===== config.mk =====
export PLATFORM = sky130hd
export DESIGN_NAME = cartesian_to_polar
export DESIGN_NICKNAME = d
export VERILOG_FILES = /design/src/sv/c2p_pkg.sv /design/src/sv/cartesian_to_polar.sv
export SDC_FILE = /design/constraint.sdc
export NUM_CORES = 2
export LEC_CHECK = 0
export ABC_CLOCK_PERIOD_IN_PS = 22500
export BUFFER_PORTS_ARGS = -buffer_cell sky130_fd_sc_hd__buf_2
export CORE_MARGIN = 2
export CORE_UTILIZATION = 66
export DETAILED_ROUTE_END_ITERATION = 16
export MAX_ROUTING_LAYER = met4
export PLACE_DENSITY = 0.89
export SYNTH_ARGS = -nofsm -noshare
export SYNTH_HDL_FRONTEND = slang
export SYNTH_SLANG_ARGS = --single-unit

===== constraint.sdc =====
create_clock -name clock -period 22.5 [get_ports clock]
set_clock_uncertainty 0.1 [all_clocks]
set_input_delay 5.625 -clock clock [delete_from_list [all_inputs] [get_ports clock]]
set_output_delay 5.625 -clock clock [all_outputs]
set_load 0.02 [all_outputs]

===== src/sv/c2p_pkg.sv =====
// ----------------------------------------------------------------------------
// c2p_pkg
// Shared constants and the arctangent table for the Cartesian-to-polar
// converter.
// ----------------------------------------------------------------------------
`default_nettype none

package c2p_pkg;

   // default configuration
   localparam int unsigned DEF_COMPONENT_WIDTH = 16;
   localparam int unsigned DEF_ROTATION_STAGES = 16;

   // fixed-point formats
   localparam int unsigned GUARD_BITS = 8;
   localparam int unsigned TURN_W     = 32;
   localparam int unsigned MAG_W      = 16;
   localparam int unsigned ANGLE_W    = 16;

   // half a turn in the 32-bit angle accumulator
   localparam logic [TURN_W-1:0] HALF_TURN = 32'h8000_0000;

   // 1/K in Q0.32 for the converged rotation gain
   localparam logic [31:0] INV_GAIN_Q32 = 32'h9B74_EDA8;

   // atan(2^-i) as a fraction of one turn, 2^32 = full turn
   function automatic logic [TURN_W-1:0] atan_turn(input logic [4:0] idx);
      logic [TURN_W-1:0] r;
      unique case (idx)
         5'd0:  r = 32'h2000_0000;
         5'd1:  r = 32'h12E4_051E;
         5'd2:  r = 32'h09FB_385B;
         5'd3:  r = 32'h0511_11D4;
         5'd4:  r = 32'h028B_0D43;
         5'd5:  r = 32'h0145_D7E1;
         5'd6:  r = 32'h00A2_F61E;
         5'd7:  r = 32'h0051_7C55;
         5'd8:  r = 32'h0028_BE53;
         5'd9:  r = 32'h0014_5F2F;
         5'd10: r = 32'h000A_2F98;
         5'd11: r = 32'h0005_17CC;
         5'd12: r = 32'h0002_8BE6;
         5'd13: r = 32'h0001_45F3;
         5'd14: r = 32'h0000_A2FA;
         5'd15: r = 32'h0000_517D;
         5'd16: r = 32'h0000_28BE;
         5'd17: r = 32'h0000_145F;
         5'd18: r = 32'h0000_0A30;
         5'd19: r = 32'h0000_0518;
         5'd20: r = 32'h0000_028C;
         5'd21: r = 32'h0000_0146;
         5'd22: r = 32'h0000_00A3;
         5'd23: r = 32'h0000_0051;
         5'd24: r = 32'h0000_0029;
         5'd25: r = 32'h0000_0014;
         5'd26: r = 32'h0000_000A;
         5'd27: r = 32'h0000_0005;
         5'd28: r = 32'h0000_0003;
         5'd29: r = 32'h0000_0001;
         5'd30: r = 32'h0000_0001;
         default: r = 32'h0000_0000;
      endcase
      return r;
   endfunction

endpackage

`default_nettype wire


===== src/sv/cartesian_to_polar.sv =====
// ----------------------------------------------------------------------------
// cartesian_to_polar
// Pipelined vectoring converter from a signed (x, y) vector to its rounded
// length and its direction as an unsigned binary angle (65536 = full turn).
// ----------------------------------------------------------------------------
// Accepts one vector per clock while the output is not stalled and returns
// one result per vector, in order. The pipeline has one fold stage (left
// half plane is mirrored and the angle starts at a half turn), one register
// stage per micro-rotation, one stage for the two gain-compensation partial
// products and one output stage that rounds and saturates. Each stage holds
// its data while the next one is full and blocked, so a stall on rsp_stall
// holds every full stage up to the first empty one, and empty stages are
// filled while the output waits. The zero vector returns length 0 and angle 0.
`default_nettype none

module cartesian_to_polar
   import c2p_pkg::*;
#(
   parameter int unsigned COMPONENT_WIDTH = DEF_COMPONENT_WIDTH,
   parameter int unsigned ROTATION_STAGES = DEF_ROTATION_STAGES
) (
   input  logic                              clock,
   input  logic                              reset,
   // request channel
   input  logic                              req_valid,
   output logic                              req_stall,
   input  logic signed [COMPONENT_WIDTH-1:0] req_vec_x,
   input  logic signed [COMPONENT_WIDTH-1:0] req_vec_y,
   // response channel
   output logic                              rsp_valid,
   input  logic                              rsp_stall,
   output logic        [MAG_W-1:0]           rsp_magnitude,
   output logic        [ANGLE_W-1:0]         rsp_angle
);

   // datapath widths
   localparam int unsigned DW   = COMPONENT_WIDTH + GUARD_BITS + 3;
   localparam int unsigned UXW  = DW - 1;
   localparam int unsigned HIW  = UXW - 16 + 32;
   localparam int unsigned MW   = (DW + 17 > 41) ? DW + 17 : 41;
   localparam int unsigned R    = ROTATION_STAGES;
   localparam int unsigned NS   = R + 3;
   localparam int unsigned MULS = R + 1;
   localparam int unsigned OUTS = R + 2;
   localparam logic [MW-1:0] MAG_ROUND = MW'(64'd1) << (15 + GUARD_BITS);

   // per-stage valid bits and advance enables
   logic [NS-1:0] valid_ff;
   logic [NS-1:0] valid_in;
   logic [NS-1:0] adv;

   // rotation pipeline registers, index 0 is the fold stage
   logic signed [DW-1:0]     x_ff    [0:R];
   logic signed [DW-1:0]     x_in    [0:R];
   logic signed [DW-1:0]     y_ff    [0:R];
   logic signed [DW-1:0]     y_in    [0:R];
   logic        [TURN_W-1:0] z_ff    [0:R];
   logic        [TURN_W-1:0] z_in    [0:R];
   logic                     zero_ff [0:R];
   logic                     zero_in [0:R];

   // gain stage registers
   logic [HIW-1:0]     hi_ff,    hi_in;
   logic [31:0]        lo_ff,    lo_in;
   logic [ANGLE_W-1:0] ang_ff,   ang_in;
   logic               zmul_ff,  zmul_in;

   // output registers
   logic [MAG_W-1:0]   mag_ff,   mag_in;
   logic [ANGLE_W-1:0] angle_ff, angle_in;

   // a stage moves forward when it is empty or the stage after it moves
   always_comb begin
      adv[NS-1] = !valid_ff[NS-1] || !rsp_stall;
      for (int k = NS - 2; k >= 0; k--) begin
         adv[k] = !valid_ff[k] || adv[k+1];
      end
   end

   assign req_stall = !adv[0];

   // valid bits travel with the data
   always_comb begin
      valid_in[0] = req_valid;
      for (int k = 1; k < NS; k++) begin
         valid_in[k] = valid_ff[k-1];
      end
   end

   always_ff @(posedge clock) begin
      if (reset) begin
         valid_ff <= '0;
      end else begin
         for (int k = 0; k < NS; k++) begin
            if (adv[k]) begin
               valid_ff[k] <= valid_in[k];
            end
         end
      end
   end

   // fold stage: scale, mirror the left half plane, flag the zero vector
   logic signed [DW-1:0] x_scaled;
   logic signed [DW-1:0] y_scaled;
   logic                 x_negative;

   always_comb begin
      x_scaled   = DW'(req_vec_x) <<< GUARD_BITS;
      y_scaled   = DW'(req_vec_y) <<< GUARD_BITS;
      x_negative = req_vec_x[COMPONENT_WIDTH-1];
      zero_in[0] = (req_vec_x == '0) && (req_vec_y == '0);
      if (x_negative) begin
         x_in[0] = -x_scaled;
         y_in[0] = -y_scaled;
         z_in[0] = HALF_TURN;
      end else begin
         x_in[0] = x_scaled;
         y_in[0] = y_scaled;
         z_in[0] = '0;
      end
   end

   always_ff @(posedge clock) begin
      if (adv[0]) begin
         x_ff[0]    <= x_in[0];
         y_ff[0]    <= y_in[0];
         z_ff[0]    <= z_in[0];
         zero_ff[0] <= zero_in[0];
      end
   end

   // micro-rotation stages, each drives y toward zero
   for (genvar k = 1; k <= R; k++) begin : g_rot
      localparam int unsigned SHIFT = k - 1;
      logic signed [DW-1:0] dx;
      logic signed [DW-1:0] dy;

      always_comb begin
         dx = y_ff[k-1] >>> SHIFT;
         dy = x_ff[k-1] >>> SHIFT;
         zero_in[k] = zero_ff[k-1];
         if (y_ff[k-1][DW-1]) begin
            x_in[k] = x_ff[k-1] - dx;
            y_in[k] = y_ff[k-1] + dy;
            z_in[k] = z_ff[k-1] - atan_turn(5'(SHIFT));
         end else begin
            x_in[k] = x_ff[k-1] + dx;
            y_in[k] = y_ff[k-1] - dy;
            z_in[k] = z_ff[k-1] + atan_turn(5'(SHIFT));
         end
      end

      always_ff @(posedge clock) begin
         if (adv[k]) begin
            x_ff[k]    <= x_in[k];
            y_ff[k]    <= y_in[k];
            z_ff[k]    <= z_in[k];
            zero_ff[k] <= zero_in[k];
         end
      end
   end

   // gain stage: two partial products of x and the inverse gain
   logic [UXW-1:0] ux;

   always_comb begin
      ux      = x_ff[R][DW-1] ? '0 : x_ff[R][UXW-1:0];
      hi_in   = HIW'(ux[UXW-1:16]) * HIW'(INV_GAIN_Q32);
      lo_in   = 32'((48'(ux[15:0]) * 48'(INV_GAIN_Q32)) >> 16);
      ang_in  = 16'((z_ff[R] + TURN_W'(32'h0000_8000)) >> 16);
      zmul_in = zero_ff[R];
   end

   always_ff @(posedge clock) begin
      if (adv[MULS]) begin
         hi_ff   <= hi_in;
         lo_ff   <= lo_in;
         ang_ff  <= ang_in;
         zmul_ff <= zmul_in;
      end
   end

   // output stage: sum, round, saturate
   logic [MW-1:0] msum;
   logic [MW-1:0] mrnd;

   always_comb begin
      msum = MW'(hi_ff) + MW'(lo_ff);
      mrnd = (msum + MAG_ROUND) >> (16 + GUARD_BITS);
      if (zmul_ff) begin
         mag_in   = '0;
         angle_in = '0;
      end else begin
         mag_in   = (mrnd[MW-1:MAG_W] != '0) ? '1 : mrnd[MAG_W-1:0];
         angle_in = ang_ff;
      end
   end

   always_ff @(posedge clock) begin
      if (adv[OUTS]) begin
         mag_ff   <= mag_in;
         angle_ff <= angle_in;
      end
   end

   assign rsp_valid     = valid_ff[OUTS];
   assign rsp_magnitude = mag_ff;
   assign rsp_angle     = angle_ff;

   // after the fold x is never negative
   a_fold_nonneg: assert property (@(posedge clock) disable iff (reset)
      valid_ff[0] |-> !x_ff[0][DW-1])
      else $error("fold stage holds a negative x");

   // an empty fold stage always takes a transaction
   a_no_stall_empty: assert property (@(posedge clock) disable iff (reset)
      !valid_ff[0] |-> !req_stall)
      else $error("request stalled with empty fold stage");

   // zero vector comes out as zero length and zero angle
   a_zero_vector: assert property (@(posedge clock) disable iff (reset)
      (adv[OUTS] && valid_ff[MULS] && zmul_ff) |=>
         (rsp_magnitude == '0 && rsp_angle == '0))
      else $error("zero vector gave a nonzero result");

   // a blocked last rotation stage keeps its angle
   a_rot_hold: assert property (@(posedge clock) disable iff (reset)
      (valid_ff[R] && !adv[R]) |=> (valid_ff[R] && $stable(z_ff[R])))
      else $error("blocked rotation stage lost its transaction");

   // reset empties the pipeline
   a_reset_empty: assert property (@(posedge clock)
      $past(reset) |-> (valid_ff == '0))
      else $error("pipeline not empty after reset");

endmodule

`default_nettype wire

## Yosys cells after proc, flatten, opt, wreduce, memory -nomap -nowiden

Memories as Yosys holds them, arrays and structs flattened. A register that Yosys moved wholly into a read port is not among the register bits.
Cells that the tools add are included.

- Bitwise gates (word level): 0
- Multiply operators: 2
- Equal/unequal tests: 0
- Add/sub/neg operators: 100
- $lt $le $gt $ge: 0
- Mux-type cells: 87
- Shift-type cells: 0
- Div/mod/pow operators: 0
- Reductions and logical operators: 44

Operator list:

| kind | count |
|---|---|
| 2-to-1 mux 27 bit | 34 |
| 2-to-1 mux 32 bit | 17 |
| adder 32 x 16 -> 32 bit, second input constant | 2 |
| adder 27 x 12 -> 27 bit | 2 |
| adder 27 x 13 -> 27 bit | 2 |
| adder 27 x 14 -> 27 bit | 2 |
| adder 27 x 15 -> 27 bit | 2 |
| adder 27 x 16 -> 27 bit | 2 |
| adder 27 x 17 -> 27 bit | 2 |
| adder 27 x 18 -> 27 bit | 2 |
| adder 27 x 19 -> 27 bit | 2 |
| adder 27 x 20 -> 27 bit | 2 |
| adder 27 x 21 -> 27 bit | 2 |
| adder 27 x 22 -> 27 bit | 2 |
| adder 27 x 23 -> 27 bit | 2 |
| adder 27 x 24 -> 27 bit | 2 |
| adder 27 x 25 -> 27 bit | 2 |
| adder 27 x 26 -> 27 bit | 2 |
| negator 24 -> 27 bit | 2 |
| subtractor 27 x 12 -> 27 bit | 2 |
| subtractor 27 x 13 -> 27 bit | 2 |
| subtractor 27 x 14 -> 27 bit | 2 |
| subtractor 27 x 15 -> 27 bit | 2 |
| subtractor 27 x 16 -> 27 bit | 2 |
| 55 further kinds | 138 |

- Memory bits (writable): 1479
- Output and inout port bits: 34
- Logic and storage cells: 261
- Memories: 4
- Input port bits: 36
- Register bits: 138
- Latch bits: 0
- ROM bits: 0

Memories:

| name | depth | width | rd ports | clocked after memory_dff | wr ports | RTL line | text |
|---|---|---|---|---|---|---|---|
| z_ff | 17 | 32 | 17 | 0 | 17 | cartesian_to_polar.sv:57 | `logic [TURN_W-1:0] z_ff [0:R];` |
| x_ff | 17 | 27 | 17 | 0 | 17 | cartesian_to_polar.sv:53 | `logic signed [DW-1:0] x_ff [0:R];` |
| y_ff | 17 | 27 | 16 | 0 | 17 | cartesian_to_polar.sv:55 | `logic signed [DW-1:0] y_ff [0:R];` |
| zero_ff | 17 | 1 | 17 | 1 | 17 | cartesian_to_polar.sv:59 | `logic zero_ff [0:R];` |

## Logic depth before layout (Yosys ltp)

- Word-level depth: 22
- Mapped depth: 28
- Mapped depth without buffers: 26

## Worst setup path after synthesis

Ideal clock, no wire load.

- Kind: input port to output port
- Start: input rsp_stall
- End: output req_stall
- Setup slack: 1799 ps
- Stages: 9
- Data required time: 16775 ps
- Buffers on the path: 0
- Data arrival time: 14976 ps
- Path through: and3_1 > nand3_1 > nor2_1 > inv_1 > nor3_1 > nand3_1 > nor2_1 > nand4_1 > inv_1

- Word-level cells in the longest chain between the ends: 21

RTL lines:

| what | RTL line | text |
|---|---|---|
| start: declaration | cartesian_to_polar.sv:31 | `input logic rsp_stall,` |
| zero test 1 bit | cartesian_to_polar.sv:74 | `adv[NS-1] = !valid_ff[NS-1] \|\| !rsp_stall;` |
| logical OR 1 bit | cartesian_to_polar.sv:74 |  |
| logical OR 1 bit (3 in series) | cartesian_to_polar.sv:76 | `adv[k] = !valid_ff[k] \|\| adv[k+1];` |
| net adv[15] | cartesian_to_polar.sv:50 | `logic [NS-1:0] adv;` |
| logical OR 1 bit | cartesian_to_polar.sv:76 |  |
| net adv[14] | cartesian_to_polar.sv:50 |  |
| logical OR 1 bit (10 in series) | cartesian_to_polar.sv:76 |  |
| net adv[4] | cartesian_to_polar.sv:50 |  |
| logical OR 1 bit (4 in series) | cartesian_to_polar.sv:76 |  |
| zero test 1 bit | cartesian_to_polar.sv:80 | `assign req_stall = !adv[0];` |
| end: declaration | cartesian_to_polar.sv:26 | `output logic req_stall,` |

The timed path passes the listed nets, and every way through them passes these cells.

## Final worst setup path

Ends and elaborated chain as after synthesis.

==> run summary <==
• Critical Path Fanout Max: 42
• count of filler cells inserted in the layout: 12943
• CTS tree: yes
• Die X-Extent: 429 um
• CP max stage cell: sky130_fd_sc_hd__nor3_1
• number of primary I/O pins: 70
• number of setup buffers added after CTS: 0
• first-pass iteration count of the detailed router: 9
• starting density of the core: 66.2%
• via/cell ratio: 6.23
• first-pass GRT wire length: 465000 um
• relative max-transition margin: 12.2%
• delay of the slowest cell on the worst path: 1110 ps
• level count of the clock H-tree: 4
• Hold Path Sink: zero_ff[11]
• Fmax: 62.9 MHz
• Slew @ Worst Pin: 1310 ps
• most common flop cell mapped by yosys: sky130_fd_sc_hd__edfxtp_1
• final net count: 14111
• arrival time at the worst endpoint: 10180 ps
• endpoints failing hold: 0
• dpl hpwl: 229000 um
• register-to-register path setup slack: 14490 ps
• post-synthesis sequential element count: 1391
• library cells used by synthesis: 105
• leading post-synthesis cells by cell area: sky130_fd_sc_hd__edfxtp_1, sky130_fd_sc_hd__ha_1, sky130_fd_sc_hd__xnor2_1, sky130_fd_sc_hd__fa_1, sky130_fd_sc_hd__a21oi_1
• most numerous cell in the Yosys netlist: sky130_fd_sc_hd__ha_1
• Worst-path clk slew: 60 ps
• required time at the worst-slack endpoint: 16780 ps
• Worst-Skew Late Latency: 820 ps
• placeable core region: 180000 um^2
• top cells by count, synth: sky130_fd_sc_hd__ha_1, sky130_fd_sc_hd__edfxtp_1, sky130_fd_sc_hd__nor2_1
• Mapped Cells: 12158
• average footprint of a synthesized cell: 9.83 um^2
• worst hold path type: reg2reg
• endpoint of the most critical register-to-register path: lo_ff[24]
• number of rows created at floorplan: 156
• ratio of final minimum period to clock period: 70.7%
• share of post-route cells with drive strength above 1: 3.94%
• number of flops mapped to enable cells by yosys: 1372
• CTS resizes: 0
• die area: 184000 um^2
• drt initial violations: 7548
• pin count of the biggest net entering global routing: 87
• number of buffers on the longest clock path: 3
• number of cell instances on the worst register-to-register path: 24
• minimum period implied by the final worst setup slack: 15910 ps
• RSZ-0062 raised after global routing: false
• max-capacitance violation count: 0
• cell count of the worst hold path: 0
• Setup TNS: 0 ps
• Hold Crit Start: zero_ff[10]
• Yosys warning count: 0
• height of the chip: 429 um
• all-layer global routing usage: 31.9%
• cell area after technology mapping: 119000 um^2
• final max-slew violation count: 0
• number of antenna diodes: 0
• proportion of synthesized chip area in sequential cells: 34.8%
• layout-stage area growth over the synthesis result: 6.82%
• TritonCTS Buffers: 154
• # setup viols final: 0
• outcome: finished clean
• Worst Path Class, Setup: in2out
• r2r startpoint: x_ff[0][458]
• master cell of the clock root buffer: sky130_fd_sc_hd__clkbuf_16
• routed length per instance: 19.7 um
• Post-CTS Hold Fix Bufs: 0
• remaining antenna violation count: 0
• total number of vias: 91970
• largest area contributor in the synthesized netlist: sky130_fd_sc_hd__edfxtp_1
• number of antenna violations at the first check in global routing: 0
• share of the synthesized area in the top cell type: 34.5%
• endpoint class of the critical path: output port
• GR Overflow Total: 0
• number of global-route vias before repair: 90216
• number of buffers inserted by port buffering: 69
• Synth async-reset ratio: 0%
• crit start category: input pin
• number of clock sinks: 1391
• Final GP Congestion: 0.988
• number of DRC violations after detailed routing: 0
• critical path cell sequence: buf_2 > and3_1 > nand3_4 > nor2_1 > buf_4 > clkinv_2 > nor3_1 > nand3_4 > nor2_1 > nand4_1 > buf_4 > inv_1 > buf_2
• wire length after detailed routing: 291000 um
==> worst max path at each step <==
stage / from / to / slack (ps)
3_3_place_gp: rsp_stall / req_stall / 6770
3_5_place_dp: rsp_stall / req_stall / 6710
4_1_cts: rsp_stall / req_stall / 6660
6_report: rsp_stall / req_stall / 6590
5_1_grt: rsp_stall / req_stall / 6370
2_1_floorplan: rsp_stall / req_stall / 1800
==> area by class of cell <==
cell class | instances | area (um^2) | share of cell area [%]
multi-input cells | 9650 | 73800 | 57.8
repair buffers | 111 | 661 | 0.518
clock buffers | 188 | 4100 | 3.21
inverters | 962 | 3620 | 2.83
flip-flops and latches | 1391 | 41600 | 32.6
well taps | 2370 | 2970 | 2.32
clock inverters | 92 | 935 | 0.732
==> per-stage QoR <==
| stage | setup WS, ps | hold WS, ps | cells | area [um^2] | utilization, % |
|---|---|---|---|---|---|
| 2_1_floorplan | 1800 | 300 | 12160 | 119000 | - |
| 3_3_place_gp | 6770 | 301 | 14484 | 123000 | 68.0 |
| 3_5_place_dp | 6710 | 306 | 14484 | 123000 | 68.0 |
| 4_1_cts | 6660 | 302 | 14764 | 128000 | 70.8 |
| 5_1_grt | 6370 | 303 | 14764 | 128000 | 70.8 |
| 6_report | 6590 | 301 | 14764 | 128000 | 70.8 |
==> critical path, delay by kind of cell <==
family | cells | cell delay (ps)
buffers and inverters | 6 | 1370
and+or+nand+nor | 7 | 3120
==> placed cells by master, fill, tap and decap left out, types with 135 or more instances in the layout <==
master / count
sky130_fd_sc_hd__a21o_1: 380
sky130_fd_sc_hd__a21oi_1: 1082
sky130_fd_sc_hd__and3_1: 135
sky130_fd_sc_hd__clkbuf_16: 157
sky130_fd_sc_hd__edfxtp_1: 1372
sky130_fd_sc_hd__fa_1: 295
sky130_fd_sc_hd__ha_1: 1510
sky130_fd_sc_hd__inv_1: 953
sky130_fd_sc_hd__nand2_1: 577
sky130_fd_sc_hd__nand2b_1: 160
sky130_fd_sc_hd__nand3_1: 200
sky130_fd_sc_hd__nor2_1: 1090
sky130_fd_sc_hd__nor2b_1: 180
sky130_fd_sc_hd__nor3_1: 388
sky130_fd_sc_hd__o21a_1: 142
sky130_fd_sc_hd__o21ai_0: 417
sky130_fd_sc_hd__o21bai_1: 175
sky130_fd_sc_hd__xnor2_1: 1089
sky130_fd_sc_hd__xor2_1: 504
==> metal layers <==
layer / vias to the layer above / global-route usage (%) / share of wire [%]
li1: 44192 / - / -
met1: 43926 / 37.4 / 40
met2: 3067 / 55.1 / 50
met3: 785 / 3.80 / 5.1
met4: 0 / 13.9 / 4.8
met5: - / - / 0
==> kinds of logic (layout without fill, tap and decap cells) <==
kind of cell / count (synthesis) / after routing / synth area share [%]
fa+ha+maj: 1805 / 1805 / 20.8
buf+inv: 1119 / 1353 / 3.52
xor+xnor: 1593 / 1593 / 11.7
compound gates: 2993 / 2993 / 16.0
other cells: 1 / 3 / 0.00314
mux: 44 / 44 / 0.391
flops: 1391 / 1391 / 34.8
simple gates: 3212 / 3212 / 12.9
==> state kept, by name, summed over array words and instances, names as in the netlist <==
name and flops:
x_ff 429, z_ff 426, y_ff 383, hi_ff 39, lo_ff 29, valid_ff 19
zero_ff 17, ang_ff 16, rsp_angle 16, rsp_magnitude 16, zmul_ff 1
Power is not shown: default switching activity piles up to over one toggle a cycle in this logic, so the estimate is an artifact.
